===== src/hdl/snv_pkg.sv =====
// shared types, constants and edge tables for the surface-net cube vertex block
// no dependencies; every other source file but snv_div and snv_delay imports this package
package snv_pkg;

    localparam int CUBE_W       = 8;
    localparam int GRID_DIM     = 256;
    localparam int SAMPLE_BITS  = 24;
    localparam int FRAC_BITS    = 16;
    localparam int N_EDGES      = 12;
    localparam int N_CORNERS    = 8;
    localparam int N_AXES       = 3;
    localparam int CNT_W        = 4;
    localparam int BASE_W       = 12;
    localparam int T_W          = FRAC_BITS + 1;
    localparam int SUM_W        = 28;
    localparam int COORD_W      = 32;
    localparam int RES_W        = 31;
    localparam int LO_W         = RES_W + FRAC_BITS;
    localparam int HI_W         = RES_W + SUM_W - FRAC_BITS;
    localparam int Q1_W         = HI_W;
    localparam int NQ_W         = Q1_W + 1;
    localparam int ACC_W        = NQ_W + 2;
    localparam int CFG_IDX_W    = 2;
    localparam int QUEUE_DEPTH_DEF = 4;

    localparam logic [CNT_W-1:0]   MIN_CROSS = CNT_W'(3);
    localparam logic [RES_W-1:0]   RES_RESET = RES_W'(65536);
    localparam logic [COORD_W-1:0] COORD_MAX = {1'b0, {(COORD_W-1){1'b1}}};
    localparam logic [COORD_W-1:0] COORD_MIN = {1'b1, {(COORD_W-1){1'b0}}};

    // corner index bit 0 is x, bit 1 is y, bit 2 is z
    localparam logic [2:0] EDGE_C1 [N_EDGES] =
        '{3'd0, 3'd0, 3'd0, 3'd1, 3'd1, 3'd2, 3'd2, 3'd3, 3'd4, 3'd4, 3'd5, 3'd6};
    localparam logic [2:0] EDGE_C2 [N_EDGES] =
        '{3'd1, 3'd2, 3'd4, 3'd3, 3'd5, 3'd3, 3'd6, 3'd7, 3'd5, 3'd6, 3'd7, 3'd7};
    localparam logic [2:0] EDGE_DIR [N_EDGES] =
        '{3'd1, 3'd2, 3'd4, 3'd2, 3'd4, 3'd1, 3'd4, 3'd4, 3'd1, 3'd2, 3'd2, 3'd1};

    typedef enum logic [CFG_IDX_W-1:0] {
        REG_ORIGIN_X   = 2'd0,
        REG_ORIGIN_Y   = 2'd1,
        REG_ORIGIN_Z   = 2'd2,
        REG_RESOLUTION = 2'd3
    } cfg_reg_t;

    typedef struct packed {
        logic [SAMPLE_BITS-1:0] num;
        logic [SAMPLE_BITS-1:0] den;
    } edge_div_t;

    typedef struct packed {
        logic [N_EDGES-1:0]             crossed;
        logic [CNT_W-1:0]               count;
        logic [N_AXES-1:0][BASE_W-1:0]  base;
    } cube_info_t;

    typedef struct packed {
        edge_div_t [N_EDGES-1:0] edges;
        cube_info_t              info;
    } cube_entry_t;

    typedef struct packed {
        logic       live;
        cube_info_t info;
    } side_t;

endpackage


===== src/hdl/snv_queue.sv =====
// short queue between the front end and the arithmetic back end
// depends on snv_pkg
module snv_queue #(
    parameter int DEPTH = snv_pkg::QUEUE_DEPTH_DEF
) (
    input  logic                 clk,
    input  logic                 rst_n,
    input  logic                 push,
    input  snv_pkg::cube_entry_t din,
    output logic                 full,
    input  logic                 pop,
    output logic                 empty,
    output snv_pkg::cube_entry_t dout
);
    import snv_pkg::*;

    localparam int PTR_W = $clog2(DEPTH);
    localparam int CNT_QW = $clog2(DEPTH + 1);

    cube_entry_t        slot_reg [DEPTH];
    logic [PTR_W-1:0]   wr_ptr_reg, wr_ptr_next;
    logic [PTR_W-1:0]   rd_ptr_reg, rd_ptr_next;
    logic [CNT_QW-1:0]  count_reg, count_next;

    assign full  = (count_reg == CNT_QW'(DEPTH));
    assign empty = (count_reg == '0);
    assign dout  = slot_reg[rd_ptr_reg];

    always_comb
    begin
        wr_ptr_next = wr_ptr_reg;
        rd_ptr_next = rd_ptr_reg;
        count_next  = count_reg;
        if (push)
        begin
            wr_ptr_next = (wr_ptr_reg == PTR_W'(DEPTH - 1)) ? '0 : wr_ptr_reg + 1'b1;
        end
        if (pop)
        begin
            rd_ptr_next = (rd_ptr_reg == PTR_W'(DEPTH - 1)) ? '0 : rd_ptr_reg + 1'b1;
        end
        if (push && !pop)
        begin
            count_next = count_reg + 1'b1;
        end
        else if (pop && !push)
        begin
            count_next = count_reg - 1'b1;
        end
    end

    always_ff @(posedge clk or negedge rst_n)
    begin
        if (!rst_n)
        begin
            wr_ptr_reg <= '0;
            rd_ptr_reg <= '0;
            count_reg  <= '0;
        end
        else
        begin
            wr_ptr_reg <= wr_ptr_next;
            rd_ptr_reg <= rd_ptr_next;
            count_reg  <= count_next;
        end
    end

    always_ff @(posedge clk)
    begin
        if (push)
        begin
            slot_reg[wr_ptr_reg] <= din;
        end
    end

endmodule


===== config.mk =====
export PLATFORM = sky130hd
export DESIGN_NAME = snv_queue
export DESIGN_NICKNAME = d
export VERILOG_FILES = /design/src/hdl/snv_pkg.sv /design/src/hdl/snv_queue.sv
export SDC_FILE = /design/constraint.sdc
export NUM_CORES = 2
export LEC_CHECK = 0
export BUFFER_PORTS_ARGS = -buffer_cell sky130_fd_sc_hd__buf_2
export CAP_MARGIN = 5
export CORE_AREA = 2 2 497 499
export DETAILED_ROUTE_END_ITERATION = 7
export DIE_AREA = 0 0 499 501
export PLACE_DENSITY = 0.54
export SKIP_CTS_REPAIR_TIMING = 1
export SYNTH_ARGS = -nofsm -noshare
export SYNTH_HDL_FRONTEND = slang
export SYNTH_SLANG_ARGS = --single-unit

===== constraint.sdc =====
create_clock -name clk -period 18.7 [get_ports clk]
set_input_delay 3.74 -clock clk [delete_from_list [all_inputs] [get_ports clk]]
set_output_delay 3.74 -clock clk [all_outputs]
set_load 0.05 [all_outputs]

==> impl_metrics.json <==
{
  "outcome": "finished, final reports clean",
  "drv_cap": 0,
  "yosysSeqAreaShare": 0.825,
  "setup_viol": 0,
  "power.share.clock": 0.257,
  "powerDensity_nw_per_um2": 186,
  "clk_latency_ps": 930,
  "power_switching_mw": 7.98,
  "hpwlAfterDp_um": 157000,
  "reg2reg_from": "wr_ptr_reg[0]$_DFFE_PN0P_",
  "grt_usage": 0.185,
  "swShare": 0.391,
  "cts.root.buffer_cell": "clkbuf_16",
  "reg2reg_depth": 6,
  "routed_wl_um": 237000,
  "synthDistinctLibCells": 21,
  "largest_reg_flops": 2512,
  "pin_count": 1262,
  "p_seq_frac": 0.366,
  "path_class": "reg -> out",
  "antenna_found_initial": 243,
  "whs_ps": 488,
  "finalCriticalPeriod_ps": 9030,
  "grt-ovfl-total": 0,
  "hold_path_class": "reg -> reg",
  "core-area_sq_um": 245000,
  "die_h_um": 501,
  "drtPass1Iterations": 7,
  "grt_pass1_wl_um": 331000,
  "path_clk_slew_ps": 60,
  "slew_violations": 0,
  "port_buffers": 1261,
  "syn_to_final_growth_pct": 19.8,
  "start_util": 0.374,
  "grt_max_degree": 134,
  "rr_endpoint": "slot_reg[0][283]$_DFFE_PP_",
  "ys_warn_count": 0,
  "endpoint": "dout[202]",
  "leakage_nw": 36.8,
  "postSynthCellCount": 3317,
  "syn_nets": 3956,
  "grt_pass1_vias": 43500,
  "internal-power_mw": 12.4,
  "worstPathMaxFanout": 47,
  "die_w_um": 499,
  "drive_above_1_share": 0.467,
  "clock_sinks": 2519,
  "tightestPinTransition_ps": 1110,
  "cts_inserted_buffers": 285,
  "wl_per_cell_um": 28.7,
  "hold_violations": 0,
  "critPathArrivalTime_ps": 5290,
  "antenna_left": 0,
  "startpoint_type": "flop",
  "fin_nets": 5418,
  "vdd_ir_drop_max_v": 0.000113,
  "gp_congestion": 0.798,
  "yosys_register_bits": 2519,
  "cts_tree": "done",
  "p_comb_frac": 0.377,
  "max_clock_freq_mhz": 111,
  "design_area_sq_um": 110000,
  "die_area_sq_um": 250000,
  "finalCritPeriodShare": 0.483,
  "setup.worst_path.start": "rd_ptr_reg[0]$_DFFE_PN0P_",
  "placedInstanceArea_sq_um": 101000,
  "rows": 182,
  "drtIter0Drc": 3551,
  "critPathRequiredTime_ps": 14960,
  "syn_avg_cell_area_sq_um": 27.6,
  "rrSetupSlack_ps": 14250,
  "vias_per_cell": 5.10,
  "synthesis.area_sq_um": 91600,
  "finClkSkew_ps": 93.9,
  "slew_headroom": 0.262,
  "cts-htree-levels": 5,
  "via_count": 42100,
  "rsz0062_at_grt": "false",
  "end_kind": "output pin",
  "drc": 0,
  "cts_buffer_depth": 4
}
## worst min path at each step
stage / depth (start not counted) / endpoint / slack, ps / startpoint
6_report: 1 / count_reg[2]$_DFFE_PN0P_ / 490 / count_reg[2]$_DFFE_PN0P_
5_1_grt: 1 / count_reg[2]$_DFFE_PN0P_ / 520 / count_reg[2]$_DFFE_PN0P_
4_1_cts: 1 / count_reg[2]$_DFFE_PN0P_ / 490 / count_reg[2]$_DFFE_PN0P_
3_5_place_dp: 1 / count_reg[2]$_DFFE_PN0P_ / 480 / count_reg[2]$_DFFE_PN0P_
3_3_place_gp: 1 / count_reg[2]$_DFFE_PN0P_ / 470 / count_reg[2]$_DFFE_PN0P_
2_1_floorplan: 1 / count_reg[2]$_DFFE_PN0P_ / 460 / count_reg[2]$_DFFE_PN0P_
## power groups by stage
stage                     sequential (mW)  combinational (mW)  clock, mW
final                                7.46                7.68       5.24
after floorplan                      7.95                6.02          0
after global routing                 7.52                8.01       5.60
after global placement               7.55                7.83          0
after detailed placement             7.58                7.82          0
after CTS                            7.46                7.83       5.39
## layout by cell type (no fill, tap or decap), drive strengths merged
cell / n
nor3b: 1
clkinv: 105
diode: 67
clkbuf: 340
xor2: 2
edfxtp: 2512
xnor2: 1
nand2: 2
fa: 1
mux4: 628
clkinvlp: 3
mux2: 3
inv: 13
ha: 6
buf: 1315
bufinv: 20
o21ai: 2
nor3: 1
and2: 4
dfrtp: 7
nor2: 3
## per-layer routing
metal  GRT usage  share of wire
met1       0.213           0.36
met2       0.296           0.48
met3      0.0959           0.12
met4      0.0638          0.034
met5           0         0.0047
## critical path: stages (launching register included)
cell,delay [ps]
dfrtp_4,1060
buf_4,680
buf_4,860
buf_4,700
mux4_2,600
buf_2,240
## logic make-up (layout without fill, tap and decap cells)
| logic type | after synthesis | in the layout | share of synthesized area |
|---|---|---|---|
| AOI/OAI and AO/OA | 2 | 2 | 0.000109 |
| xor gates and xnor gates | 3 | 3 | 0.000287 |
| adders and majority gates | 7 | 7 | 0.00104 |
| buffers and inverters | 144 | 1796 | 0.0181 |
| DFF | 2519 | 2519 | 0.825 |
| muxes | 631 | 631 | 0.155 |
| other | 0 | 67 | 0 |
| and+or+nand+nor | 11 | 11 | 0.000614 |
## cell type report
cell class / instances / area, sq um
Clock inverter: 137 / 1250
Inverter: 4 / 15.0
Fill cell: 20600 / 135000
Tap cell: 3220 / 4030
Sequential cell: 2519 / 75600
Multi-Input combinational cell: 654 / 14400
Antenna cell: 67 / 168
Timing Repair Buffer: 1315 / 6900
Clock buffer: 340 / 7440
## cells in the mapped netlist
library cell  count  area [sq um]
xor2_1            2          17.5
buf_12           55          1100
nor2_1            3          11.3
buf_4             3          22.5
buf_2            64           320
ha_1              6          75.1
inv_1             4          15.0
edfxtp_1       2512         75400
dfrtp_1           7           175
and2_1            4          25.0
o21ai_0           2          10.0
clkbuf_1          6          22.5
buf_6             2          22.5
mux2_2            3          33.8
buf_8            10           150
xnor2_1           1          8.76
mux4_2          628         14100
fa_1              1          20.0
nand2_1           2          7.51
nor3_1            1          5.00
nor3b_1           1          7.51
## stage by stage
step	utilization	total power, mW	std cells	TNS [ps]	worst slack, ps
2_1_floorplan	-	14.0	3317	-114750	-91.7
3_3_place_gp	0.412	15.4	7712	0	10390
3_5_place_dp	0.412	15.4	7712	0	10390
4_1_cts	0.448	20.7	8189	0	9360
5_1_grt	0.448	21.1	8214	0	9110
6_report	0.449	20.4	8256	0	9670
(Power assumes the default switching activity.)
